**config.mk**
```make
export PLATFORM = sky130hd
export DESIGN_NAME = lzss_cmd_fifo
export DESIGN_NICKNAME = d
export VERILOG_FILES = /design/src/design/lzss_pkg.sv /design/src/design/lzss_cmd_fifo.sv
export SDC_FILE = /design/constraint.sdc
export NUM_CORES = 1
export LEC_CHECK = 0
export BUFFER_PORTS_ARGS = -buffer_cell sky130_fd_sc_hd__buf_4
export CAP_MARGIN = 25
export CORE_UTILIZATION = 55
export DETAILED_ROUTE_END_ITERATION = 8
export PLACE_DENSITY = 0.83
export RECOVER_POWER = 50
export SKIP_LAST_GASP = 1
export SLEW_MARGIN = 20
export SYNTH_ARGS = -nofsm -noshare
export SYNTH_HDL_FRONTEND = slang
export SYNTH_SLANG_ARGS = --single-unit
```
**constraint.sdc**
```tcl
create_clock -name clk -period 8.2 [get_ports clk]
set_input_delay 1.64 -clock clk [delete_from_list [all_inputs] [get_ports clk]]
set_output_delay 1.64 -clock clk [all_outputs]
set_load 0.01 [all_outputs]
```
**src/design/lzss_pkg.sv**
```systemverilog
// Shared types and constants of the LZSS stream decoder.
// Depends on nothing; the front, queue, back and top level import it.
`default_nettype none

package lzss_pkg;

  // Field widths fixed by the stream format
  localparam int BYTE_W  = 8;
  localparam int DIST_W  = 12;
  localparam int COUNT_W = 16;
  localparam int LEN_W   = 5;   // holds 15 plus the largest length bias

  localparam logic [DIST_W-1:0] DIST_MASK = 12'h0FFF;
  localparam logic [3:0]        LEN_MASK  = 4'h0F;

  // End status codes
  localparam logic [1:0] ST_RUNNING = 2'd0;
  localparam logic [1:0] ST_LIMIT   = 2'd1;
  localparam logic [1:0] ST_BAD     = 2'd2;
  localparam logic [1:0] ST_EOF     = 2'd3;

  // Command opcodes passed from parser to executor
  localparam logic [1:0] OP_NONE = 2'd0;
  localparam logic [1:0] OP_LIT  = 2'd1;
  localparam logic [1:0] OP_COPY = 2'd2;

  // Command queue depth
  localparam int QUEUE_DEPTH = 2;
  localparam int QPTR_W      = 1;
  localparam int QCNT_W      = 2;

  typedef struct packed {
    logic [1:0]         op;
    logic [BYTE_W-1:0]  lit;
    logic [DIST_W-1:0]  copy_dist;
    logic [LEN_W-1:0]   len;         // bytes to copy, already cut at the limit
    logic               has_status;  // a status item follows the bytes
    logic [1:0]         end_status;
    logic [COUNT_W-1:0] count;
  } cmd_t;

endpackage

`default_nettype wire

```
**src/design/lzss_cmd_fifo.sv**
```systemverilog
// Short command queue between parser and executor.
// Depends on lzss_pkg.
`default_nettype none

module lzss_cmd_fifo (
  input  wire logic           clk,
  input  wire logic           rst,
  input  wire logic           push,
  input  lzss_pkg::cmd_t      push_cmd,
  input  wire logic           pop,
  output lzss_pkg::cmd_t      head,
  output logic                full,
  output logic                empty
);
  import lzss_pkg::*;

  cmd_t              slots [QUEUE_DEPTH];
  logic [QPTR_W-1:0] wr_ptr;
  logic [QPTR_W-1:0] rd_ptr;
  logic [QCNT_W-1:0] cnt;

  assign full  = (cnt == QCNT_W'(QUEUE_DEPTH));
  assign empty = (cnt == '0);
  assign head  = slots[rd_ptr];

  always_ff @(posedge clk) begin
    if (push) begin
      slots[wr_ptr] <= push_cmd;
    end
  end

  always_ff @(posedge clk) begin
    if (rst) begin
      wr_ptr <= '0;
      rd_ptr <= '0;
      cnt    <= '0;
    end else begin
      if (push) begin
        wr_ptr <= wr_ptr + 1'b1;
      end
      if (pop) begin
        rd_ptr <= rd_ptr + 1'b1;
      end
      if (push && !pop) begin
        cnt <= cnt + 1'b1;
      end else if (pop && !push) begin
        cnt <= cnt - 1'b1;
      end
    end
  end

`ifndef SYNTH
  a_no_overflow: assert property (@(posedge clk) disable iff (rst) push |-> !full)
    else $error("command queue overflow");
  a_no_underflow: assert property (@(posedge clk) disable iff (rst) pop |-> !empty)
    else $error("command queue underflow");
  a_fill_tracks: assert property (@(posedge clk) disable iff (rst)
      (push && !pop) |=> (cnt == $past(cnt) + 1'b1))
    else $error("command queue fill count lost a push");
`endif

endmodule

`default_nettype wire

```
# == Word level (Yosys, flattened, before mapping) ==
# Memory sizes are Yosys's and may differ from the RTL's. A register that Yosys moved wholly into a read port is not among the register bits.
# Index checks and enable logic that the tools add are counted.
# op_classes
n_eq_ne,1
reduce_logical,6
n_mux,6
add_sub_neg,4
# ops
cell,count
1-bit two-way mux,4
2-bit two-way mux,2
"1-bit adder, second input constant",2
"2-bit by 1-bit adder with 2-bit output, second input constant",1
"2-bit == test, second input constant",1
1-bit logical AND,2
1-bit logical NOT,2
2-bit logical NOT,1
2-bit nonzero test,1
"2-bit by 1-bit subtractor with 2-bit output, second input constant",1
# word_totals
ramBits,92
n_memories,1
ff_bits,4
in_bits,50
# mem_list
name,depth,width,read_ports,rd_clocked_by_memory_dff,write_ports,line,rtl
slots,2,46,1,1,1,lzss_cmd_fifo.sv:17,cmd_t slots [QUEUE_DEPTH];

# == Logic depth before layout (Yosys ltp) ==
# Gate-level depths: netlist of run 1.
# depth
ltp_word,4
mapped_depth,5

# == Worst setup path after synthesis of run 1 ==
# No wires, ideal clock.
# synth_timing
kind,input to register
from,in push
to,mem slots[0][0] (netlist bit) (enable)
arrival_time_ns,3.686
path_buffers,0
setup_ns,0.455
slack_ns,4.059
path_stages,1
cell_sequence,nor2b_1
# synth_between
elab_chain_cells,2
# synth_rtl
element,line,rtl
"start, declared",lzss_cmd_fifo.sv:8,"input wire logic push,"
1-bit two-way mux,lzss_cmd_fifo.sv:27,if (push) begin
1-bit two-way mux (implied by the code),lzss_cmd_fifo.sv:28,slots[wr_ptr] <= push_cmd;
"end, declared",lzss_cmd_fifo.sv:17,
# No other way between the ends.

==> results of run 1 <==
## sequential cells by signal, summed over array words and instances (netlist names), named ones only
| signal | flops |
|---|---|
| slots | 92 |
| cnt | 2 |
| rd_ptr | 1 |
| wr_ptr | 1 |
## layer usage
layer / track usage / wire length [um] / vias to the layer above
li1: - / - / 856
met1: 0.224 / 2390 / 907
met2: 0.328 / 3220 / 60
met3: 0.0396 / 295 / 17
met4: 0.119 / 218 / 0
met5: 0 / 0 / -
## logic make-up after synthesis
logic type                 Yosys count  synth area share
buffers and inverters                6            0.0152
muxes                               46             0.146
DFF                                 97             0.809
AOI/OAI and AO/OA                    2           0.00283
xor gates and xnor gates             4           0.00990
and+or+nand+nor                      9            0.0131
adders and majority gates            1           0.00354
## how the worst min path moves through the flow
| stage | startpoint | endpoint | slack, ns | depth (start not counted) |
|---|---|---|---|---|
| final | cnt[1] | cnt[1] | 0.53 | 2 |
| after CTS | cnt[1] | cnt[1] | 0.54 | 2 |
| after floorplan | cnt[1] | cnt[1] | 0.46 | 2 |
| after detailed placement | rd_ptr | flip-flop | 0.51 | 2 |
| after global routing | cnt[1] | cnt[1] | 0.56 | 2 |
| after global placement | cnt[1] | cnt[1] | 0.48 | 2 |
## area by class of cell
type / instances / area share
Multi-Input combinational cell: 62 / 0.139
Tap cell: 75 / 0.0210
Clock inverter: 4 / 0.0101
Inverter: 1 / 0.000842
Sequential cell: 97 / 0.642
Clock buffer: 11 / 0.0295
Timing Repair Buffer: 100 / 0.157
## synthesized netlist by cell type (all sizes together)
master,n
mux2,46
o21ai,1
xnor2,2
ha,1
and2b,1
dfxtp,5
buf,5
edfxtp,92
and2,1
nor2b,1
a21oi,1
nor2,5
or3,1
inv,1
xor2,2
## per-stage QoR
stage / std cells / hold WS [ns] / power (mW)
floorplan: 165 / 0.461 / 0.667
global placement: 333 / 0.482 / 0.732
detailed placement: 335 / 0.510 / 0.743
CTS: 350 / 0.536 / 1.02
global route: 350 / 0.563 / 1.04
finish: 350 / 0.529 / 1.01
## power by group through the flow
stage	sequential [mW]	clock [mW]	combinational, mW
6_report	0.590	0.285	0.134
5_1_grt	0.593	0.304	0.145
4_1_cts	0.591	0.289	0.142
3_5_place_dp	0.602	0	0.141
3_3_place_gp	0.603	0	0.129
2_1_floorplan	0.594	0	0.0723
## critical path, stage by stage (launching register included)
cell and delay (ns):
dfxtp_2 0.74, buf_16 0.25, mux2_2 0.36, buf_4 0.14
==> results.py, run 1 <==
metrics = {
    "outcome": {
        "status": "completed",
    },
    "global_routing": {
        "grt_max_degree": 33,
        "gr-total-overflow": 0,
        "grt_pass1_vias": 1865,
        "antenna_found_initial": 0,
        "track_usage": 0.193,
        "grt_pass1_wl_um": 9050,
    },
    "yosys": {
        "yosysTopAreaCell": "edfxtp_1",
        "synth_nets": 216,
        "synth_warnings": 0,
        "yosysTopAreaCellShare": 0.781,
        "ys_ff_latch": 97,
        "synth_area_leaders": "edfxtp_1 78%, mux2_2 15%, dfxtp_1 2.8%",
        "postSynthAreaPerCell_sq_um": 21.4,
        "syn-cell-area_sq_um": 3540,
        "yosysSeqAreaShare": 0.809,
        "ys_types": 16,
        "syn_inst": 165,
    },
    "floorplan": {
        "num_rows": 28,
        "die_width_um": 82.2,
        "core-area_sq_um": 6060,
        "top_level_ports": 98,
        "dieArea_sq_um": 6760,
        "initial_utilization": 0.584,
        "dieHeight_um": 82.2,
    },
    "clock_network": {
        "cts_buffers": 9,
        "cts_resized": 0,
        "clock-sinks": 97,
        "path_clk_slew_ns": 0.08,
        "clockRootBuffer": "clkbuf_8",
        "clk_latency_ns": 0.34,
        "cts_max_level": 3,
        "cts_max_path_buffers": 2,
        "cts_tree": "yes",
        "post_cts_buffers": 0,
        "cts_hold_buf": 0,
    },
    "critical_path": {
        "crit_path_start_kind": "flip-flop",
        "reg2reg_slack_ns": 5.90,
        "r2r_start": "wr_ptr",
        "rr_endpoint": "slots[0][25]",
        "cp_data_required_time_ns": 6.56,
        "endpoint": "head[22]",
        "cp_max_fo": 24,
        "path_class": "reg2out",
        "cp.arrival_ns": 1.84,
        "cp-end-kind": "primary output",
        "worstRegToRegCells": 2,
    },
    "placed_design": {
        "portBuffers": 97,
        "dpl_worst_slack_ns": 5.06,
        "gp_congestion": 0.661,
        "placed_area_sq_um": 4380,
        "post-dp-hpwl_um": 4250,
    },
    "sta": {
        "timing.setup.tns_ns": 0,
        "max_slew_margin": 0.0541,
        "worst_slack_ns": 4.72,
        "slew_viol_final": 0,
        "tightest_slew_ns": 1.42,
        "min_period_ns": 3.48,
        "setup_viol": 0,
        "hold_viol_final": 0,
        "rsz0062_at_grt": "no",
        "period_share": 0.424,
        "clock_skew_ns": 0.00576,
        "clock.fmax_mhz": 288,
    },
    "pwr": {
        "p_per_area_nw_per_um2": 226,
        "switchingPower_mw": 0.220,
        "leakagePower_nw": 1.63,
        "power.internal_mw": 0.789,
        "clockPowerShare": 0.282,
        "swShare": 0.218,
        "comb_power_share": 0.133,
        "pwr-share-seq": 0.585,
        "peakVddDrop_mv": 0.152,
    },
    "detailed_routing": {
        "dr.pass1.iters": 4,
        "drt_iter0_markers": 41,
        "vias": 1840,
        "wl_per_cell_um": 17.5,
        "vias_per_cell": 5.26,
        "totalWireLength_um": 6120,
        "drc": 0,
        "ant_nets": 0,
    },
    "layout": {
        "layout_common_cells": "92 x edfxtp_1, 50 x buf_4, 46 x mux2_2, 26 x clkbuf_4, 24 x clkbuf_1",
        "final_cell_area_sq_um": 4460,
        "syn_to_final_growth_pct": 26.1,
        "final_util": 0.736,
        "nets": 322,
        "multiInputGateArea_sq_um": 622,
        "seqCellArea_sq_um": 2860,
        "fill_cells": 406,
        "antennaDiodeCount": 0,
        "layout_commonest_cell": "edfxtp_1",
        "drive_above_1_share": 0.505,
    },
    "flow_run": {
        "maxCapViolations": 0,
    },
    "hold_path": {
        "hold_class": "reg2reg",
    },
}
Power figures use the tool's default switching activity.
==> run 2, diff against run 1 <==
--- a/config.mk
+++ b/config.mk
@@ -7,9 +7,9 @@
 export LEC_CHECK = 0
 export BUFFER_PORTS_ARGS = -buffer_cell sky130_fd_sc_hd__buf_4
 export CAP_MARGIN = 25
-export CORE_UTILIZATION = 55
+export CORE_UTILIZATION = 51
 export DETAILED_ROUTE_END_ITERATION = 8
-export PLACE_DENSITY = 0.83
+export PLACE_DENSITY = 0.78
 export RECOVER_POWER = 50
 export SKIP_LAST_GASP = 1
 export SLEW_MARGIN = 20
==> constraint.sdc (replaced) <==
create_clock -name clk -period 3.5 [get_ports clk]
set_input_delay 0.7 -clock clk [delete_from_list [all_inputs] [get_ports clk]]
set_output_delay 0.7 -clock clk [all_outputs]
set_load 0.01 [all_outputs]
==> results.py, run 2 (synthesis gave the netlist of run 1 again) <==
metrics = {
    "outcome": {
        "status": "completed",
    },
    "clock_network": {
        "clk_latency_ns": 0.34,
        "cts_tree": "yes",
        "cts_max_path_buffers": 2,
        "cts_resized": 0,
        "cts_max_level": 3,
        "cts_hold_buf": 0,
        "clock-sinks": 97,
        "cts_buffers": 9,
        "clockRootBuffer": "clkbuf_8",
        "path_clk_slew_ns": 0.08,
        "post_cts_buffers": 0,
    },
    "critical_path": {
        "worst_path_max_delay_cell": "dfxtp_2",
        "cp-end-kind": "primary output",
        "crit_path_start_kind": "flip-flop",
        "cp_data_required_time_ns": 2.80,
        "slowest_delay_ns": 0.52,
        "r2r_start": "wr_ptr",
        "cp_max_fo": 22,
        "crit_top_cell": "buf_4",
        "path_class": "reg2out",
        "path_cells": "buf_4 -> mux2_2 -> buf_4",
        "reg2reg_slack_ns": 1.26,
        "rr_endpoint": "slots[1][43]",
        "worstRegToRegCells": 2,
        "cp.arrival_ns": 1.78,
    },
    "layout": {
        "reg_top3": "slots (92), cnt (2)",
        "syn_to_final_growth_pct": 26.7,
        "drive_above_1_share": 0.549,
        "top_register": "slots",
        "antennaDiodeCount": 0,
        "largest_reg_flops": 92,
        "layout_commonest_cell": "edfxtp_1",
        "layout_common_cells": "92 x edfxtp_1, 51 x buf_4, 46 x mux2_2, 39 x clkbuf_4, 13 x clkbuf_1",
        "nets": 324,
    },
    "sta": {
        "clock.fmax_mhz": 404,
        "hold_ws_ns": 0.505,
        "setup_viol": 0,
        "tightest_slew_ns": 1.17,
        "hold_viol_final": 0,
        "clock_skew_ns": 0.00597,
        "max_slew_margin": 0.219,
        "min_period_ns": 2.48,
        "period_share": 0.707,
        "rsz0062_at_grt": "no",
        "slew_viol_final": 0,
        "timing.setup.tns_ns": 0,
    },
    "global_routing": {
        "grt_pass1_wl_um": 9470,
        "track_usage": 0.179,
        "antenna_found_initial": 0,
        "grt_pass1_vias": 2006,
        "gr-total-overflow": 0,
        "grt_max_degree": 25,
    },
    "placed_design": {
        "post-dp-hpwl_um": 4180,
        "gp_congestion": 0.698,
        "portBuffers": 97,
    },
    "detailed_routing": {
        "dr.pass1.iters": 4,
        "ant_nets": 0,
        "vias": 1839,
        "wl_per_cell_um": 17.2,
        "totalWireLength_um": 6090,
        "vias_per_cell": 5.19,
        "drc": 0,
        "drt_iter0_markers": 66,
    },
    "floorplan": {
        "dieHeight_um": 85.3,
        "num_rows": 29,
        "core-area_sq_um": 6530,
        "die_width_um": 85.3,
        "top_level_ports": 98,
        "dieArea_sq_um": 7280,
        "initial_utilization": 0.542,
    },
    "flow_run": {
        "maxCapViolations": 0,
    },
    "pwr": {
        "peakVddDrop_mv": 0.352,
        "p_per_area_nw_per_um2": 511,
        "leakagePower_nw": 1.66,
    },
    "hold_path": {
        "hold_depth": 2,
        "hold_end": "cnt[1]",
        "worstHoldStart": "cnt[1]",
        "hold_class": "reg2reg",
    },
}
[run 2: cell type report]
type / instances / area (sq um)
clock inverter: 4 / 21.3
fill: 457 / 2050
sequential: 97 / 2860
inverter: 1 / 3.75
tap: 77 / 96.3
timing repair buffer: 102 / 737
multi-input combinational: 62 / 629
clock buffer: 11 / 131
[run 2: power breakdown]
group	switching [mW]	internal (mW)	total (mW)
clock network	0.344	0.250	0.595
logic	0.147	0.177	0.323
registers	0.0238	1.35	1.37
total	0.515	1.78	2.29
[run 2: through the flow]
| step | total power [mW] | cell area, sq um | std cells | setup slack, ns | utilization |
|---|---|---|---|---|---|
| 3_5_place_dp | 1.74 | 4370 | 339 | 1.39 | 0.670 |
| 4_1_cts | 2.32 | 4530 | 354 | 0.983 | 0.693 |
| 6_report | 2.29 | 4480 | 354 | 1.02 | 0.686 |
| 2_1_floorplan | 1.56 | 3540 | 165 | 0.299 | - |
| 3_3_place_gp | 1.73 | 4370 | 339 | 1.38 | 0.670 |
| 5_1_grt | 2.39 | 4480 | 354 | 0.926 | 0.686 |
[run 2: worst max-delay path by stage]
stage	depth (start not counted)	end	start	slack, ns
after floorplan	1	slots[0][0]	push	0.30
after global placement	3	head[18]	flip-flop	1.38
after detailed placement	3	head[4]	flip-flop	1.39
after CTS	3	head[34]	flip-flop	0.98
after global routing	3	head[44]	flip-flop	0.93
final	3	head[34]	flip-flop	1.02
[run 2: worst max-delay path: cells and delay by family, from the launching register on]
kind / cells / cell delay [ns]
DFF: 1 / 0.52
muxes: 1 / 0.39
buffers and inverters: 2 / 0.52
[run 2: layer usage]
layer  routed length, um  global-route usage  vias up
li1                    -                   -      856
met1                2380               0.202      907
met2                3170               0.307       68
met3                 460              0.0710        8
met4                  78              0.0682        0
met5                   0                   0        -
==> run 3, diff against run 2 <==
==> constraint.sdc (replaced) <==
create_clock -name clk -period 2.5 [get_ports clk]
set_input_delay 0.5 -clock clk [delete_from_list [all_inputs] [get_ports clk]]
set_output_delay 0.5 -clock clk [all_outputs]
set_load 0.01 [all_outputs]
==> results.py, run 3 (synthesis gave the netlist of run 1 again) <==
metrics = {
    "placed_design": {
        "dp_cells": 337,
        "post-dp-hpwl_um": 3870,
        "gp_congestion": 0.762,
        "dpl_worst_slack_ns": 0.801,
        "portBuffers": 97,
    },
    "global_routing": {
        "gr-total-overflow": 0,
        "grt_pass1_wl_um": 9240,
        "grt_pass1_vias": 1961,
        "grt_max_degree": 42,
        "track_usage": 0.175,
        "antenna_found_initial": 0,
    },
    "clock_network": {
        "cts_buffers": 9,
        "clock-sinks": 97,
        "cts_resized": 0,
        "path_clk_slew_ns": 0.08,
        "cts_tree": "yes",
        "clk_latency_ns": 0.34,
        "cts_max_level": 3,
        "cts_hold_buf": 0,
        "clockRootBuffer": "clkbuf_8",
        "cts_max_path_buffers": 2,
        "post_cts_buffers": 0,
    },
    "floorplan": {
        "die_width_um": 85.3,
        "core-area_sq_um": 6530,
        "top_level_ports": 98,
        "num_rows": 29,
        "initial_utilization": 0.542,
        "dieArea_sq_um": 7280,
        "dieHeight_um": 85.3,
    },
    "sta": {
        "tightest_slew_ns": 1.08,
        "worst_slack_ns": 0.400,
        "clock_skew_ns": 0.00559,
        "hold_viol_final": 0,
        "rsz0062_at_grt": "no",
        "period_share": 0.840,
        "slew_viol_final": 0,
        "timing.setup.tns_ns": 0,
        "min_period_ns": 2.10,
        "max_slew_margin": 0.283,
        "setup_viol": 0,
        "clock.fmax_mhz": 476,
    },
    "critical_path": {
        "rr_endpoint": "slots[0][19]",
        "r2r_start": "wr_ptr",
        "path_class": "in2reg",
        "cp_data_required_time_ns": 2.46,
        "reg2reg_slack_ns": 0.44,
        "crit_path_start_kind": "input pin",
        "cp.arrival_ns": 2.06,
        "cp-end-kind": "flip-flop",
        "cp_max_fo": 41,
        "critPathLaunch": "push",
        "worstRegToRegCells": 2,
    },
    "layout": {
        "largest_reg_flops": 92,
        "layout_common_cells": "92 x edfxtp_1, 50 x buf_4, 46 x mux2_2, 37 x clkbuf_4, 11 x clkbuf_1",
        "final_util": 0.696,
        "nets": 322,
        "fin_cells": 351,
        "syn_to_final_growth_pct": 28.4,
        "drive_above_1_share": 0.547,
        "layout_commonest_cell": "edfxtp_1",
        "antennaDiodeCount": 0,
        "reg_top3": "slots (92), cnt (2)",
        "top_register": "slots",
        "fill_cells": 452,
    },
    "outcome": {
        "status": "completed",
    },
    "pwr": {
        "leakagePower_nw": 1.68,
        "pwr-share-seq": 0.548,
        "swShare": 0.205,
        "p_per_area_nw_per_um2": 772,
        "switchingPower_mw": 0.719,
        "clockPowerShare": 0.324,
        "peakVddDrop_mv": 0.512,
        "power.internal_mw": 2.79,
        "comb_power_share": 0.129,
        "power_mw": 3.51,
    },
    "flow_run": {
        "maxCapViolations": 0,
    },
    "detailed_routing": {
        "totalWireLength_um": 5880,
        "drt_iter0_markers": 103,
        "dr.pass1.iters": 4,
        "vias_per_cell": 5.21,
        "ant_nets": 0,
        "drc": 0,
        "vias": 1828,
        "wl_per_cell_um": 16.7,
    },
    "hold_path": {
        "hold_depth": 2,
        "worstHoldStart": "rst",
        "hold_class": "in2reg",
    },
}
-- run 3: cell types whose count changed in the layout (fill, tap and decap cells not counted) --
| cell | previous run | this run |
|---|---|---|
| buf_12 | 1 | 2 |
| buf_4 | 51 | 50 |
| bufinv_16 | 0 | 3 |
| clkbuf_1 | 13 | 11 |
| clkbuf_2 | 0 | 1 |
| clkbuf_4 | 39 | 37 |
| clkinv_2 | 2 | 0 |
| clkinvlp_4 | 1 | 0 |
| nor2b_1 | 0 | 1 |
| nor2b_4 | 1 | 0 |
-- run 3: metrics by stage --
stage	hold WS (ns)	instance area, sq um
floorplan	0.461	3540
global placement	0.487	4380
detailed placement	0.499	4380
CTS	0.320	4600
global route	0.335	4540
finish	0.355	4540
-- run 3: worst max-delay path by stage --
stage,endpoint,depth (start not counted),slack [ns]
after floorplan,slots[0][0],1,0.36
after global placement,head[33],3,0.79
after detailed placement,head[33],3,0.80
after CTS,head[33],3,0.41
after global routing,slots[0][25],3,0.28
final,slots[0][19],3,0.40
-- run 3: metal layers --
layer  share of wire  up-vias  GRT usage
li1                -      851          -
met1            0.42      896      0.212
met2            0.49       68      0.286
met3           0.067       13     0.0525
met4           0.024        0     0.0939
met5               0        -          0
-- run 3: worst max-delay path, cell delays in order --
cell,delay [ns]
clkbuf_1,0.16
nor2b_1,0.47
clkbuf_2,0.91
-- run 3: cell type report --
type	count	area, sq um	share of cell area
clock buffers	10	128	0.0281
clock inverters	4	93.8	0.0207
inverters	1	3.75	0.000826
multi-input cells	62	622	0.137
flip-flops and latches	97	2860	0.630
well taps	77	96.3	0.0212
repair buffers	100	736	0.162
-- run 3: power by group through the flow --
stage	Sequential [mW]	Clock, mW	Combinational, mW
after global routing	1.93	1.23	0.485
final	1.92	1.13	0.452
after detailed placement	1.96	0	0.474
after CTS	1.92	1.16	0.477
after global placement	1.95	0	0.467
after floorplan	1.95	0	0.238
