`src/design/lzss_pkg.sv`:
```
// Shared types and constants of the LZSS stream decoder.
// Depends on nothing; the front, queue, back and top level import it.
`default_nettype none

package lzss_pkg;

  // Field widths fixed by the stream format
  localparam int BYTE_W  = 8;
  localparam int DIST_W  = 12;
  localparam int COUNT_W = 16;
  localparam int LEN_W   = 5;   // holds 15 plus the largest length bias

  localparam logic [DIST_W-1:0] DIST_MASK = 12'h0FFF;
  localparam logic [3:0]        LEN_MASK  = 4'h0F;

  // End status codes
  localparam logic [1:0] ST_RUNNING = 2'd0;
  localparam logic [1:0] ST_LIMIT   = 2'd1;
  localparam logic [1:0] ST_BAD     = 2'd2;
  localparam logic [1:0] ST_EOF     = 2'd3;

  // Command opcodes passed from parser to executor
  localparam logic [1:0] OP_NONE = 2'd0;
  localparam logic [1:0] OP_LIT  = 2'd1;
  localparam logic [1:0] OP_COPY = 2'd2;

  // Command queue depth
  localparam int QUEUE_DEPTH = 2;
  localparam int QPTR_W      = 1;
  localparam int QCNT_W      = 2;

  typedef struct packed {
    logic [1:0]         op;
    logic [BYTE_W-1:0]  lit;
    logic [DIST_W-1:0]  copy_dist;
    logic [LEN_W-1:0]   len;         // bytes to copy, already cut at the limit
    logic               has_status;  // a status item follows the bytes
    logic [1:0]         end_status;
    logic [COUNT_W-1:0] count;
  } cmd_t;

endpackage

`default_nettype wire

```
`src/design/lzss_if.sv`:
```
// Valid/ready channel interfaces of the LZSS stream decoder.
// Depend on nothing; used by the front, back and top level.
`default_nettype none

interface lzss_in_if;
  logic       valid;
  logic       ready;
  logic [7:0] code_byte;
  logic       chunk_end;

  modport source (output valid, output code_byte, output chunk_end, input ready);
  modport sink   (input valid, input code_byte, input chunk_end, output ready);
endinterface


`default_nettype wire

```
`src/design/lzss_front.sv`:
```
// Parser: accepts code bytes, tracks flags and output count, emits commands.
// Depends on lzss_pkg and lzss_in_if.
`default_nettype none

module lzss_front #(
  parameter int WINDOW_DEPTH = 4096,
  parameter int LENGTH_BIAS  = 2
) (
  input  wire logic                  clk,
  input  wire logic                  rst,
  input  wire logic [15:0]           output_limit,
  lzss_in_if.sink                    code,
  input  wire logic                  q_full,
  output logic                       q_push,
  output lzss_pkg::cmd_t             q_cmd
);
  import lzss_pkg::*;

  localparam logic [1:0] PH_FLAG = 2'd0;
  localparam logic [1:0] PH_LOW  = 2'd1;
  localparam logic [1:0] PH_HIGH = 2'd2;

  localparam logic [COUNT_W:0] DEPTH_L = (COUNT_W+1)'(WINDOW_DEPTH);
  localparam logic [LEN_W-1:0] BIAS_L  = LEN_W'(LENGTH_BIAS);

  logic [7:0]         flag_bits, flag_bits_next;
  logic [3:0]         flags_left, flags_left_next;
  logic [1:0]         phase, phase_next;
  logic [7:0]         low_byte, low_byte_next;
  logic [COUNT_W-1:0] count, count_next;
  logic [1:0]         stop, stop_next;

  logic                 accept;
  logic [15:0]          word;
  logic [DIST_W-1:0]    copy_dist;
  logic [LEN_W-1:0]     len;
  logic [COUNT_W-1:0]   room;
  logic [LEN_W-1:0]     take;
  logic [1:0]           op;
  logic [COUNT_W-1:0]   cnt_work;
  logic [1:0]           stop_work;

  assign code.ready = !q_full;
  assign accept     = code.valid && code.ready;

  assign word      = {code.code_byte, low_byte};
  assign copy_dist = word[DIST_W-1:0] & DIST_MASK;
  assign len       = LEN_W'(word[15:12] & LEN_MASK) + BIAS_L;
  assign room      = output_limit - count;
  assign take      = ({{(COUNT_W-LEN_W){1'b0}}, len} < room) ? len : room[LEN_W-1:0];

  always_comb begin
    flag_bits_next  = flag_bits;
    flags_left_next = flags_left;
    phase_next      = phase;
    low_byte_next   = low_byte;
    cnt_work        = count;
    stop_work       = stop;
    op              = OP_NONE;

    if (stop_work == ST_RUNNING && count >= output_limit) begin
      stop_work = ST_LIMIT;
    end

    if (stop_work == ST_RUNNING) begin
      case (phase)
        PH_LOW: begin
          if (flag_bits[0]) begin
            op              = OP_LIT;
            cnt_work        = count + 16'd1;
            flag_bits_next  = flag_bits >> 1;
            flags_left_next = (flags_left != 4'd0) ? flags_left - 4'd1 : flags_left;
            phase_next      = (flags_left_next != 4'd0) ? PH_LOW : PH_FLAG;
          end else begin
            low_byte_next = code.code_byte;
            phase_next    = PH_HIGH;
          end
        end
        PH_HIGH: begin
          if (copy_dist == '0 || {{(COUNT_W-DIST_W){1'b0}}, copy_dist} > count ||
              {{(COUNT_W+1-DIST_W){1'b0}}, copy_dist} > DEPTH_L) begin
            stop_work = ST_BAD;
          end else begin
            op              = OP_COPY;
            cnt_work        = count + {{(COUNT_W-LEN_W){1'b0}}, take};
            flag_bits_next  = flag_bits >> 1;
            flags_left_next = (flags_left != 4'd0) ? flags_left - 4'd1 : flags_left;
            phase_next      = (flags_left_next != 4'd0) ? PH_LOW : PH_FLAG;
          end
        end
        default: begin
          flag_bits_next  = code.code_byte;
          flags_left_next = 4'd8;
          phase_next      = PH_LOW;
        end
      endcase
      if (stop_work == ST_RUNNING && cnt_work >= output_limit) begin
        stop_work = ST_LIMIT;
      end
    end

    count_next = cnt_work;
    stop_next  = stop_work;

    // Chunk end: report, then start the next chunk clean
    if (code.chunk_end) begin
      flag_bits_next  = '0;
      flags_left_next = '0;
      phase_next      = PH_FLAG;
      low_byte_next   = '0;
      count_next      = '0;
      stop_next       = ST_RUNNING;
    end
  end

  always_comb begin
    q_cmd.op         = op;
    q_cmd.lit        = code.code_byte;
    q_cmd.copy_dist  = copy_dist;
    q_cmd.len        = take;
    q_cmd.has_status = code.chunk_end;
    q_cmd.end_status = (stop_work != ST_RUNNING) ? stop_work : ST_EOF;
    q_cmd.count      = cnt_work;
  end

  assign q_push = accept && (op != OP_NONE || code.chunk_end);

  always_ff @(posedge clk) begin
    if (rst) begin
      flag_bits  <= '0;
      flags_left <= '0;
      phase      <= PH_FLAG;
      low_byte   <= '0;
      count      <= '0;
      stop       <= ST_RUNNING;
    end else if (accept) begin
      flag_bits  <= flag_bits_next;
      flags_left <= flags_left_next;
      phase      <= phase_next;
      low_byte   <= low_byte_next;
      count      <= count_next;
      stop       <= stop_next;
    end
  end

endmodule

`default_nettype wire

```
`src/flat_wrapper.sv`:
```
// flat-port wrapper written by rule: the top's interface ports become plain ports
module lzss_front_flat import lzss_pkg::*;
#(
  parameter int WINDOW_DEPTH = 4096,
  parameter int LENGTH_BIAS  = 2
)
  (clk, rst, output_limit, q_full, q_push, q_cmd, code_valid, code_code_byte, code_chunk_end, code_ready);
  lzss_in_if code_i ();
  input  wire logic clk;
  input  wire logic rst;
  input  wire logic [15:0] output_limit;
  input  wire logic q_full;
  output logic q_push;
  output lzss_pkg::cmd_t q_cmd;
  input wire logic [$bits(code_i.valid)-1:0] code_valid;
  input wire logic [$bits(code_i.code_byte)-1:0] code_code_byte;
  input wire logic [$bits(code_i.chunk_end)-1:0] code_chunk_end;
  output wire logic [$bits(code_i.ready)-1:0] code_ready;
  assign code_i.valid = code_valid;
  assign code_i.code_byte = code_code_byte;
  assign code_i.chunk_end = code_chunk_end;
  assign code_ready = code_i.ready;
  lzss_front #(.WINDOW_DEPTH(WINDOW_DEPTH), .LENGTH_BIAS(LENGTH_BIAS)) u_core (.clk(clk), .rst(rst), .output_limit(output_limit), .code(code_i), .q_full(q_full), .q_push(q_push), .q_cmd(q_cmd));
endmodule
```
`config.mk`:
```
export PLATFORM = sky130hd
export DESIGN_NAME = lzss_front_flat
export DESIGN_NICKNAME = d
export VERILOG_FILES = /design/src/design/lzss_pkg.sv /design/src/design/lzss_if.sv /design/src/design/lzss_front.sv /design/src/flat_wrapper.sv
export SDC_FILE = /design/constraint.sdc
export NUM_CORES = 1
export LEC_CHECK = 0
export ABC_CLOCK_PERIOD_IN_PS = 7580
export BUFFER_PORTS_ARGS = -buffer_cell sky130_fd_sc_hd__buf_2
export CORE_UTILIZATION = 59
export DETAILED_ROUTE_END_ITERATION = 7
export PLACE_DENSITY = 0.87
export SLEW_MARGIN = 20
export SYNTH_ARGS = -nofsm -noshare
export SYNTH_HDL_FRONTEND = slang
export SYNTH_SLANG_ARGS = --single-unit
```
`constraint.sdc`:
```
create_clock -name clk -period 7.58 [get_ports clk]
set_input_delay 0.758 -clock clk [delete_from_list [all_inputs] [get_ports clk]]
set_output_delay 0.758 -clock clk [all_outputs]
set_load 0.05 [all_outputs]
```
## Word-level counts from Yosys, hierarchy flattened

Cells that the tools add are included.

| word-level totals | value |
|---|---|
| register bits | 40 |
| input bits | 29 |
| output and inout bits | 48 |
| word-level logic and storage cells | 81 |

| operators by class | value |
|---|---|
| add/sub/neg operators | 5 |
| $lt $le $gt $ge | 4 |
| eq/ne operators | 5 |
| multiplexer cells | 40 |
| reductions and logical operators | 20 |

Operators by type and width:

| cell | number |
|---|---|
| two-way mux 16 bit | 5 |
| two-way mux 8 bit | 8 |
| >= comparator 16 bit | 2 |
| one-hot mux 16 bit (2 select lines) | 1 |
| two-way mux 2 bit | 14 |
| two-way mux 4 bit | 5 |
| adder 16 x 1 -> 16 bit, second input constant | 1 |
| adder 16 x 5 -> 16 bit | 1 |
| greater-than comparator 12 x 16 -> 1 bit | 1 |
| < comparator 5 x 16 -> 1 bit | 1 |
| one-hot mux 8 bit (2 select lines) | 1 |
| subtractor 16 bit | 1 |
| zero test 12 bit | 1 |
| one-hot mux 2 bit (2 select lines) | 2 |
| one-hot mux 4 bit (2 select lines) | 1 |
| AND reduction 4 bit | 2 |
| nonzero test 2 bit | 4 |
| nonzero test 4 bit | 2 |
| zero test 2 bit | 3 |
| adder 4 x 2 -> 5 bit, second input constant | 1 |
| two-way mux 5 bit | 1 |
| logical AND 1 bit | 4 |
| subtractor 4 x 1 -> 4 bit, second input constant | 1 |
| inequality test 3 x 2 -> 1 bit, second input constant | 1 |
| other kinds (8) | 10 |

## Longest topological paths before layout

Gate-level depths: netlist of run 1.

| logic depth | value |
|---|---|
| depth after elaboration | 13 |
| mapped depth | 31 |
| depth with buffers taken out | 31 |

## Worst setup path before layout of run 1

OpenSTA, ideal clock, no wires.

| path | value |
|---|---|
| kind | input -> output |
| start | in output_limit[0] |
| end | out q_cmd[17] in the netlist's numbering |
| data arrival time | 7463 ps |
| data required time | 6822 ps |
| setup slack | -641 ps |
| cell stages on the path | 28 |
| path buffers | 0 |
| cell sequence | inv_1 > ha_1 > inv_1 > fa_1 > a211oi_1 > nor3_1 > o21ai_0 > nand4_1 > or4_4 > a2111oi_4 > mux2i_1 > ha_1 > inv_1 > fa_1 > nor2b_1 > o21ai_0 > a21boi_0 > o21ai_0 > o41a_1 > o21ai_0 > o21ai_0 > ha_1 > a21o_1 > a21oi_1 > nor2_1 > a211oi_1 > o311a_1 > nand2b_1 |

RTL lines:

| what | line | text |
|---|---|---|
| start: declaration | flat_wrapper.sv:11 | `input wire logic [15:0] output_limit;` |
| end: declaration | flat_wrapper.sv:14 | `output lzss_pkg::cmd_t q_cmd;` |

==> results of run 1 <==
==> cells by family (layout without fill, tap and decap cells) <==
logic type | after synthesis | in the layout | share of synthesized area
flops | 40 | 40 | 0.152
compound gates | 246 | 246 | 0.318
simple gates | 243 | 243 | 0.232
buf+inv | 116 | 221 | 0.0972
mux | 18 | 18 | 0.0344
fa+ha+maj | 62 | 62 | 0.150
xor+xnor | 10 | 10 | 0.0166
==> final timing paths <==
| check | end | slack (ps) | cells past startpoint |
|---|---|---|---|
| worst min register to register | u_core.count[15] | 490 | 2 |
| worst max-delay path | q_cmd[17] | -5 | 35 |
| worst max register to register | u_core.stop[0] | 840 | 29 |
| worst min-delay path | u_core.count[15] | 490 | 2 |
==> flip-flops by register name, summed over array words and instances, names as in the netlist <==
signal	flops
u_core.stop	2
u_core.count	16
u_core.flags_left	4
u_core.low_byte	8
u_core.flag_bits	8
u_core.phase	2
==> cell usage after synthesis (10+ instances only) <==
cell                       count  area [µm²]
sky130_fd_sc_hd__nor3_1       24         120
sky130_fd_sc_hd__clkbuf_1     33         124
sky130_fd_sc_hd__mux2i_1      17         170
sky130_fd_sc_hd__a21o_1       16         120
sky130_fd_sc_hd__nor2_1       45         169
sky130_fd_sc_hd__o21ai_0      59         295
sky130_fd_sc_hd__nor4_1       12        75.1
sky130_fd_sc_hd__nand2_1      71         267
sky130_fd_sc_hd__o211ai_1     12        90.1
sky130_fd_sc_hd__nand3_1      22         110
sky130_fd_sc_hd__inv_1        63         236
sky130_fd_sc_hd__dfxtp_1      40         801
sky130_fd_sc_hd__buf_4        14         105
sky130_fd_sc_hd__a31oi_1      10        62.6
sky130_fd_sc_hd__ha_1         60         751
sky130_fd_sc_hd__nand4_1      12        75.1
sky130_fd_sc_hd__a21oi_1      55         275
sky130_fd_sc_hd__o31ai_1      10        75.1
sky130_fd_sc_hd__nand2b_1     11        68.8
==> power by group <==
group,switching [µW],internal [µW]
registers,4.36,214
clock network,92.5,108
logic,155,86.0
==> layout by cell type, fill, tap and decap left out, types with 9 or more instances in the layout <==
cell type and instances:
sky130_fd_sc_hd__a21o_1 16, sky130_fd_sc_hd__a21oi_1 49, sky130_fd_sc_hd__a31oi_1 9, sky130_fd_sc_hd__buf_2 74
sky130_fd_sc_hd__buf_4 72, sky130_fd_sc_hd__dfxtp_1 39, sky130_fd_sc_hd__ha_1 53, sky130_fd_sc_hd__inv_1 57
sky130_fd_sc_hd__mux2i_1 12, sky130_fd_sc_hd__nand2_1 71, sky130_fd_sc_hd__nand2b_1 10, sky130_fd_sc_hd__nand3_1 22
sky130_fd_sc_hd__nand4_1 12, sky130_fd_sc_hd__nor2_1 44, sky130_fd_sc_hd__nor3_1 22, sky130_fd_sc_hd__nor4_1 12
sky130_fd_sc_hd__o211ai_1 12, sky130_fd_sc_hd__o21ai_0 53, sky130_fd_sc_hd__o31ai_1 10
==> timing repair <==
| action | CTS | global route |
|---|---|---|
| cloned | 0 | 0 |
| resized for setup | 18 | 36 |
| buffers inserted | 4 | 8 |
| endpoints found under the setup margin | 1 | 1 |
| pin swaps | 9 | 33 |
| hold buffers | 0 | 0 |
==> final cells by class <==
class	count	area (µm²)	area share
clock inverters	2	38.8	0.00603
flip-flops and latches	40	802	0.125
multi-input cells	579	4180	0.650
repair buffers	149	952	0.148
inverters	64	243	0.0377
clock buffers	6	82.6	0.0128
well taps	108	135	0.0210
==> worst reg2reg max path, delay by kind of cell (launching register included) <==
family / cells / cell delay (ps)
multiplexers: 1 / 230
AND/OR/NAND/NOR: 7 / 1630
flip-flops: 1 / 480
AO/OA/AOI/OAI: 7 / 1750
buffers and inverters: 10 / 1320
adder cells (fa/ha/maj): 4 / 1250
==> per-layer routing <==
layer	track usage	wire, µm	share of wire	vias up
li1	-	-	-	2917
met1	0.520	7700	0.40	2993
met2	0.654	8890	0.46	405
met3	0.0767	1970	0.10	74
met4	0.164	866	0.045	0
met5	0	0	0	-
==> per-stage QoR <==
step                      setup WS (ps)  area [µm²]  cells   util
final                             -4.86        6440    948  0.742
after CTS                          16.9        6210    940  0.716
after floorplan                    1.56        5320    735      -
after global routing               -274        6440    948  0.742
after detailed placement           -375        6020    928  0.694
after global placement             -208        6020    928  0.694
==> impl_metrics.json, run 1 <==
{
  "h_tree_levels": 2,
  "die_area_um2": 9330,
  "worstPathArrival_ps": 6830,
  "worst_hold_path_startpoint": "u_core.count[15]",
  "gp_congestion": 0.948,
  "core_um2": 8680,
  "grt_antenna_before_repair": 0,
  "irDropWorstVdd_v": 0.0000934,
  "syn_to_final_growth_pct": 22.0,
  "io-pin-count": 77,
  "worst_path_max_delay_cell": "sky130_fd_sc_hd__fa_2",
  "io_buffers": 76,
  "leakagePower_uw": 0.00287,
  "clkLatencyLatePin_ps": 310,
  "startpoint": "output_limit[0]",
  "drt-pass1-iter-count": 6,
  "timing.critical_path.max_delay_family": "compound AO/OA/AOI/OAI gates",
  "min_period_ps": 7580,
  "min_path_type": "flop to flop",
  "cts_tree": "done",
  "cp.required_ps": 6820,
  "synth_enable_flop_cells": 0,
  "worstSetupPathType": "input port to primary output",
  "postSynthAreaPerCell_um2": 7.18,
  "detail_route.wl_per_cell_um": 20.5,
  "failed_checks": "negative setup slack",
  "hpwl_mm": 14.6,
  "yosys_warnings": 0,
  "postSynth.asyncResetShare": 0,
  "hold_slack_ps": 491,
  "ctsLongestPathBuffers": 2,
  "rows": 34,
  "totalWireLength_mm": 19.4,
  "synth_cell_type_count": 79,
  "tightestPinTransition_ps": 1160,
  "synth_sequential_area_ratio": 0.152,
  "ant_nets": 0,
  "fillCellCount": 726,
  "first_pass_grt_wire_length_mm": 28.6,
  "unrepaired_setup_endpoints_after_global_routing": "true",
  "grt_pass1_vias": 5538,
  "relative_max_transition_margin": 0.224,
  "grt_start_max_net_pins": 36,
  "drive_above_1_share": 0.270,
  "worst_path_largest_cell_delay_ps": 550,
  "mappedNetlistArea_um2": 5280,
  "flip_flop_and_latch_count_after_synthesis": 40,
  "cp_num_buf_inv": 9,
  "maxCapViolations": 0,
  "outcome": "finished, violations left",
  "critPathLaunchType": "input port",
  "number_of_max_slew_violations_in_the_final_report": 0,
  "fin_tns_setup_ps": -4.86,
  "tritoncts.num_buffers": 5,
  "start_util": 0.608,
  "critical_path.most_common_cell": "sky130_fd_sc_hd__inv_2",
  "design.final.nets": 930,
  "final_setup_skew_ps": 9.07,
  "clock.fmax_mhz": 132,
  "die_y_um": 96.6,
  "post_synth_inst_count": 735,
  "diode_insertion_count_for_antenna_repair": 0,
  "detail_route.iter0.violations": 657,
  "global_route.overflow_total": 0,
  "worst_slack_setup_final_ps": -4.86,
  "critical_path.reg2reg.startpoint": "u_core.count[13]",
  "report.power.total_uw": 660,
  "crit_path_end_kind": "primary output",
  "setup_violating_endpoint_count_in_the_final_report": 1,
  "cts_num_sinks": 40,
  "grt_usage": 0.402,
  "critical_path_peak_fanout": 4,
  "cts.clk_slew.worst_paths_ps": 90,
  "drcViolationCount": 0,
  "syn_nets": 826,
  "synth_ff_type": "sky130_fd_sc_hd__dfxtp_1",
  "min_period_over_period": 1.00,
  "fp.dieW_um": 96.6,
  "vias": 6389,
  "pwr_density_cell_nw_per_um2": 102,
  "final_hold_violations": 0,
  "avgViaCountPerCell": 6.74,
  "clock-root-buffer": "sky130_fd_sc_hd__clkbuf_8"
}
No activity file was read; power rests on OpenSTA's default activity.
==> run 2: changes to the inputs <==
--- a/config.mk
+++ b/config.mk
@@ -9,7 +9,9 @@
 export BUFFER_PORTS_ARGS = -buffer_cell sky130_fd_sc_hd__buf_2
 export CORE_UTILIZATION = 59
 export DETAILED_ROUTE_END_ITERATION = 7
+export GPL_TIMING_DRIVEN = 0
 export PLACE_DENSITY = 0.87
+export RECOVER_POWER = 25
 export SLEW_MARGIN = 20
 export SYNTH_ARGS = -nofsm -noshare
 export SYNTH_HDL_FRONTEND = slang
==> run 2 against run 1 <==
Net effect:
- register-to-register slack got worse by 410 ps
- cell count shrank 0.74%
- sequential power about the same
- critical endpoint unchanged
- wire length increased by 6.0%
- sequential cell count did not move
- combinational power is 2% higher
- non-clock buffer count down 7
- clock power is 3% lower
- clock-buffer cell count decreased by 1
- critical path depth down 4
- the run ends with design-rule violations, negative setup slack left
==> impl_metrics.json, run 2 (same netlist as run 1, synthesis figures left out) <==
{
  "detail_route.iter0.violations": 940,
  "clock.fmax_mhz": 127,
  "relative_max_transition_margin": 0.272,
  "min_period_over_period": 1.04,
  "reg2reg_setup_slack_ps": 430,
  "worstSetupPathType": "input port to primary output",
  "clockPowerShare": 0.296,
  "critical_path_peak_fanout": 3,
  "pwr_density_cell_nw_per_um2": 105,
  "gp_congestion": 0.997,
  "cts_tree": "done",
  "drive_above_1_share": 0.211,
  "clock-root-buffer": "sky130_fd_sc_hd__clkbuf_8",
  "cell_internal_pwr_uw": 396,
  "start_util": 0.608,
  "registers.top_by_ff_count": "u_core.count",
  "number_of_max_slew_violations_in_the_final_report": 0,
  "maxCapViolations": 0,
  "worst_path_largest_cell_delay_ps": 670,
  "irDropWorstVdd_v": 0.000114,
  "timing.critical_path.max_delay_family": "compound AO/OA/AOI/OAI gates",
  "largest_register_ff_count": 16,
  "avgViaCountPerCell": 6.98,
  "worstSetupPathDepth": 31,
  "comb_power_share": 0.374,
  "ctsLongestPathBuffers": 2,
  "largest_registers": "u_core.count x16, u_core.flag_bits x8, u_core.low_byte x8",
  "grt_usage": 0.420,
  "grt_start_max_net_pins": 15,
  "layout.cells.most_common": "sky130_fd_sc_hd__nand2_1",
  "worstPathArrival_ps": 7140,
  "unrepaired_setup_endpoints_after_global_routing": "true",
  "worst_path_max_delay_cell": "sky130_fd_sc_hd__a311oi_1",
  "min_period_ps": 7890,
  "cts_num_sinks": 40,
  "final_setup_skew_ps": 17.6,
  "vias": 6568,
  "core_um2": 8680,
  "grt_pass1_vias": 5852,
  "cp_num_buf_inv": 7,
  "global_route.overflow_total": 0,
  "fp.dieW_um": 96.6,
  "rr_worst_depth": 32,
  "die_y_um": 96.6,
  "worst_hold_path.num_cells": 2,
  "cts_hold_buf": 0,
  "first_pass_grt_wire_length_mm": 29.3,
  "hpwl_mm": 14.9,
  "worst_r2r_dst": "u_core.stop[0]",
  "tightestPinTransition_ps": 1090,
  "seq_power_share": 0.330,
  "h_tree_levels": 2,
  "critical_path.reg2reg.startpoint": "u_core.count[2]",
  "cp.required_ps": 6820,
  "totalWireLength_mm": 20.6,
  "tritoncts.num_buffers": 5,
  "die_area_um2": 9330,
  "grt_antenna_before_repair": 0,
  "worst_hold_path_startpoint": "u_core.phase[0]",
  "whs_endpoint": "u_core.phase[0]",
  "detail_route.wl_per_cell_um": 21.9,
  "io-pin-count": 77,
  "dp_slack_ps": -1440,
  "drcViolationCount": 7,
  "drt-pass1-iter-count": 8,
  "worst_slack_setup_final_ps": -315,
  "diode_insertion_count_for_antenna_repair": 0,
  "failed_checks": "design-rule violations, negative setup slack",
  "min_path_type": "flop to flop",
  "syn_to_final_growth_pct": 19.0,
  "most-common-layout-cells": "71 x sky130_fd_sc_hd__nand2_1, 57 x sky130_fd_sc_hd__inv_1, 53 x sky130_fd_sc_hd__buf_2",
  "crit_path_end_kind": "primary output",
  "ant_nets": 0,
  "netSwitchingPower_uw": 262,
  "fillCellCount": 704,
  "setup_violating_endpoint_count_in_the_final_report": 1,
  "outcome": "finished, violations left",
  "cts.clk_slew.worst_paths_ps": 90,
  "leakagePower_uw": 0.00267,
  "fin_tns_setup_ps": -315,
  "critPathLaunchType": "input port",
  "finish.utilization": 0.724,
  "final_hold_violations": 0,
  "critical_path.most_common_cell": "sky130_fd_sc_hd__buf_4",
  "rows": 34,
  "design.final.nets": 923,
  "clkLatencyLatePin_ps": 320,
  "p_sw_frac": 0.398,
  "io_buffers": 76
}
==> run 2: changes by cell type in the layout (fill, tap and decap cells not counted), moves of 2 or more <==
cell                         before  now
sky130_fd_sc_hd__clkbuf_1         0   48
sky130_fd_sc_hd__buf_4           72   31
sky130_fd_sc_hd__buf_2           74   53
sky130_fd_sc_hd__buf_6            1    5
sky130_fd_sc_hd__dfxtp_1         39   35
sky130_fd_sc_hd__dfxtp_2          1    4
sky130_fd_sc_hd__buf_1            0    2
sky130_fd_sc_hd__clkinvlp_4       0    2
sky130_fd_sc_hd__ha_1            53   51
sky130_fd_sc_hd__ha_2             4    6
sky130_fd_sc_hd__o21ai_2          3    5
==> run 2: worst max path at each step <==
stage                         start        end  slack [ps]
finish              output_limit[1]  q_cmd[17]        -310
detailed placement  output_limit[1]  q_cmd[17]       -1440
global route        output_limit[1]  q_cmd[17]        -380
CTS                 output_limit[0]  q_cmd[17]           2
global placement    output_limit[0]  q_cmd[17]       -1410
floorplan           output_limit[0]  q_cmd[17]           2
==> run 2: metal layers <==
metal,GRT usage,part of all wire,wire length (µm),up-vias
met5,0,0,0,-
met4,0.217,0.072,1480,0
met3,0.0900,0.10,2110,176
met2,0.674,0.43,8910,478
met1,0.527,0.39,8090,3011
li1,-,-,-,2903
==> run 2: timing repair <==
action	4_1_cts	5_1_grt
resized for setup	46	20
pin swaps	23	21
buffers inserted	13	6
endpoints found under the setup margin	7	1
==> run 2: worst min-delay path: cells and delay by family, from the launching register on <==
family,cells,cell delay [ps]
DFF,1,330
and+or+nand+nor,1,60
AOI/OAI and AO/OA,1,50
==> run 2: metrics by stage <==
step / hold slack (ps) / power (µW) / instance area, µm² / std cells
3_3_place_gp: 458 / 433 / 5840 / 919
5_1_grt: 522 / 679 / 6280 / 941
6_report: 490 / 658 / 6280 / 941
2_1_floorplan: 447 / 378 / 5320 / 735
4_1_cts: 489 / 637 / 6190 / 936
3_5_place_dp: 475 / 439 / 5840 / 919
==> run 2: layout make-up <==
type                            count  area, µm²  area share
Multi-Input combinational cell    579       4200       0.668
Sequential cell                    40        810       0.129
Timing Repair Buffer               95        520      0.0829
Buffer                             47        258      0.0410
Inverter                           64        246      0.0393
Tap cell                          108        135      0.0215
Clock buffer                        5       68.8      0.0110
Clock inverter                      3       46.3     0.00737
==> run 2: power by group through the flow <==
stage	Combinational [µW]	Clock, µW	Sequential, µW
final	246	195	217
after global routing	260	201	218
after CTS	227	193	217
after detailed placement	217	0	222
after global placement	211	0	222
after floorplan	153	0	225
==> run 3: changes to the inputs <==
--- a/config.mk
+++ b/config.mk
@@ -7,10 +7,10 @@
 export LEC_CHECK = 0
 export ABC_CLOCK_PERIOD_IN_PS = 7580
 export BUFFER_PORTS_ARGS = -buffer_cell sky130_fd_sc_hd__buf_2
-export CORE_UTILIZATION = 59
+export CORE_UTILIZATION = 30
 export DETAILED_ROUTE_END_ITERATION = 7
 export GPL_TIMING_DRIVEN = 0
-export PLACE_DENSITY = 0.87
+export PLACE_DENSITY = 0.52
 export RECOVER_POWER = 25
 export SLEW_MARGIN = 20
 export SYNTH_ARGS = -nofsm -noshare
==> run 3 against run 2 <==
Net effect:
- the flow now finishes without violations
- clock-buffer cell count is 1 higher
- first-iteration DRC count is 55% lower
- critical path depth is 1 lower
- largest cell class unchanged
- largest power group is now clock
- register-to-register slack better by 810 ps
- sequential cell count stayed put
- cell count is 12% higher
- non-clock buffer count is 2 lower
- total power is 4.3% higher
- worst hold slack worse by 11 ps
- combinational power is 5% lower
- via count is 7.7% lower
==> impl_metrics.json, run 3 (same netlist as run 1, synthesis figures left out) <==
{
  "gp_congestion": 0.929,
  "irDropWorstVdd_v": 0.000101,
  "number_of_max_slew_violations_in_the_final_report": 0,
  "critical_path_peak_fanout": 6,
  "drive_above_1_share": 0.215,
  "worstPathArrival_ps": 6740,
  "clock-root-buffer": "sky130_fd_sc_hd__clkbuf_16",
  "unrepaired_setup_endpoints_after_global_routing": "true",
  "grt_usage": 0.220,
  "worst_path_largest_cell_delay_ps": 550,
  "leakagePower_uw": 0.00267,
  "grt_antenna_before_repair": 0,
  "rows": 48,
  "whs_endpoint": "u_core.phase[0]",
  "syn_to_final_growth_pct": 22.5,
  "met3_wirelength_mm": 1.32,
  "report.power.total_uw": 687,
  "wl_met2_mm": 9.09,
  "fillCellCount": 1866,
  "hpwl_mm": 15.5,
  "largest_registers": "u_core.count x16, u_core.flag_bits x8, u_core.low_byte x8",
  "rr_worst_depth": 25,
  "critical_path.reg2reg.startpoint": "u_core.count[3]",
  "clkLatencyLatePin_ps": 300,
  "ant_nets": 0,
  "detail_route.wl_per_cell_um": 19.0,
  "min_path_type": "flop to flop",
  "registers.top_by_ff_count": "u_core.count",
  "cts_hold_buf": 0,
  "pwr_density_cell_nw_per_um2": 106,
  "tritoncts.num_buffers": 5,
  "drcViolationCount": 0,
  "min_period_over_period": 0.989,
  "layout.cells.most_common": "sky130_fd_sc_hd__nand2_1",
  "reg2reg_setup_slack_ps": 1240,
  "worst_hold_path.num_cells": 2,
  "fin_tns_setup_ps": 0,
  "placement.cell_area_um2": 5980,
  "critPathLaunchType": "input port",
  "worst_r2r_dst": "u_core.stop[0]",
  "worst_hold_path_startpoint": "u_core.phase[0]",
  "totalWireLength_mm": 20.1,
  "maxCapViolations": 0,
  "avgViaCountPerCell": 5.74,
  "cp.required_ps": 6820,
  "relative_max_transition_margin": 0.271,
  "final_hold_violations": 0,
  "global_route.overflow_total": 0,
  "worst_path_max_delay_cell": "sky130_fd_sc_hd__fa_2",
  "min_period_ps": 7490,
  "largest_register_ff_count": 16,
  "cts.clk_slew.worst_paths_ps": 70,
  "most-common-layout-cells": "71 x sky130_fd_sc_hd__nand2_1, 57 x sky130_fd_sc_hd__inv_1, 53 x sky130_fd_sc_hd__o21ai_0, 53 x sky130_fd_sc_hd__buf_2, 51 x sky130_fd_sc_hd__ha_1",
  "diode_insertion_count_for_antenna_repair": 0,
  "critical_path.most_common_cell": "sky130_fd_sc_hd__a21o_1",
  "top_layer": "met4",
  "design.final.nets": 921,
  "cts_tree": "done",
  "outcome": "finished, final reports clean",
  "first_pass_grt_wire_length_mm": 30.7,
  "clock.fmax_mhz": 133,
  "core_um2": 17200,
  "setup_violating_endpoint_count_in_the_final_report": 0,
  "start_util": 0.306,
  "cts_num_sinks": 40,
  "vias": 6063,
  "tightestPinTransition_ps": 1080,
  "fp.dieW_um": 135,
  "worstSetupPathType": "input port to primary output",
  "crit_path_end_kind": "primary output",
  "io_buffers": 76,
  "die_area_um2": 18100,
  "ctsLongestPathBuffers": 2,
  "drt-pass1-iter-count": 6,
  "io-pin-count": 77,
  "grt_start_max_net_pins": 14,
  "final_setup_skew_ps": 8.74,
  "postLayoutCellArea_um2": 6470,
  "grt_pass1_vias": 5487,
  "detail_route.iter0.violations": 422,
  "sum_of_routed_wire_segments_on_met1_mm": 9.04,
  "h_tree_levels": 2,
  "die_y_um": 135
}
[run 3: cell count changes in the layout (fill, tap and decap cells not counted), moves of 2 or more]
cell                        delta
sky130_fd_sc_hd__clkbuf_8      -4
sky130_fd_sc_hd__a21oi_2       +2
sky130_fd_sc_hd__o21ai_1       -2
sky130_fd_sc_hd__clkbuf_16     +5
sky130_fd_sc_hd__a21oi_1       -2
sky130_fd_sc_hd__nor2_1        +2
[run 3: worst max path at each step]
stage / from / slack (ps) / cells after the start / end
finish: output_limit[0] / 90 / 30 / q_cmd[17]
global route: output_limit[0] / -250 / 34 / q_cmd[17]
CTS: output_limit[0] / 5 / 34 / q_cmd[17]
detailed placement: output_limit[1] / -1330 / 29 / q_cmd[17]
global placement: output_limit[1] / -1330 / 29 / q_cmd[17]
floorplan: output_limit[0] / 2 / 30 / q_cmd[17]
[run 3: worst max-delay path: cells and delay by family]
kind | cells | cell delay (ps)
compound gates | 13 | 2600
fa+ha+maj | 5 | 1560
buf+inv | 8 | 820
simple gates | 3 | 680
mux | 1 | 320
[run 3: cell type report]
type	instances	area, µm²	area share
Buffer	47	258	0.0399
Clock inverter	2	15.0	0.00232
Multi-Input combinational cell	579	4220	0.653
Tap cell	225	282	0.0435
Inverter	64	243	0.0375
Clock buffer	6	139	0.0215
Timing Repair Buffer	93	502	0.0776
Sequential cell	40	807	0.125
[run 3: power breakdown]
| group | internal, µW | switching, µW |
|---|---|---|
| Combinational | 79.6 | 154 |
| Clock | 131 | 105 |
| Sequential | 214 | 3.44 |
| Total | 425 | 262 |
[run 3: layer usage]
metal,vias to the layer above,track usage
met5,-,0
met4,0,0.0730
met3,34,0.0315
met2,237,0.358
met1,2887,0.296
li1,2905,-
[run 3: repair_timing]
action / in CTS / in global routing
endpoints found under the setup margin: 5 / 1
pin swaps: 26 / 22
setup buffers: 13 / 4
gates resized for setup: 49 / 19
[run 3: per-stage QoR]
| stage | utilization | cells | setup WS (ps) | hold WS [ps] |
|---|---|---|---|---|
| 3_3_place_gp | 0.347 | 1036 | -1330 | 465 |
| 4_1_cts | 0.370 | 1052 | 4.91 | 479 |
| 6_report | 0.375 | 1056 | 85.2 | 479 |
| 5_1_grt | 0.375 | 1056 | -254 | 511 |
| 2_1_floorplan | - | 735 | 1.56 | 447 |
| 3_5_place_dp | 0.347 | 1036 | -1330 | 469 |
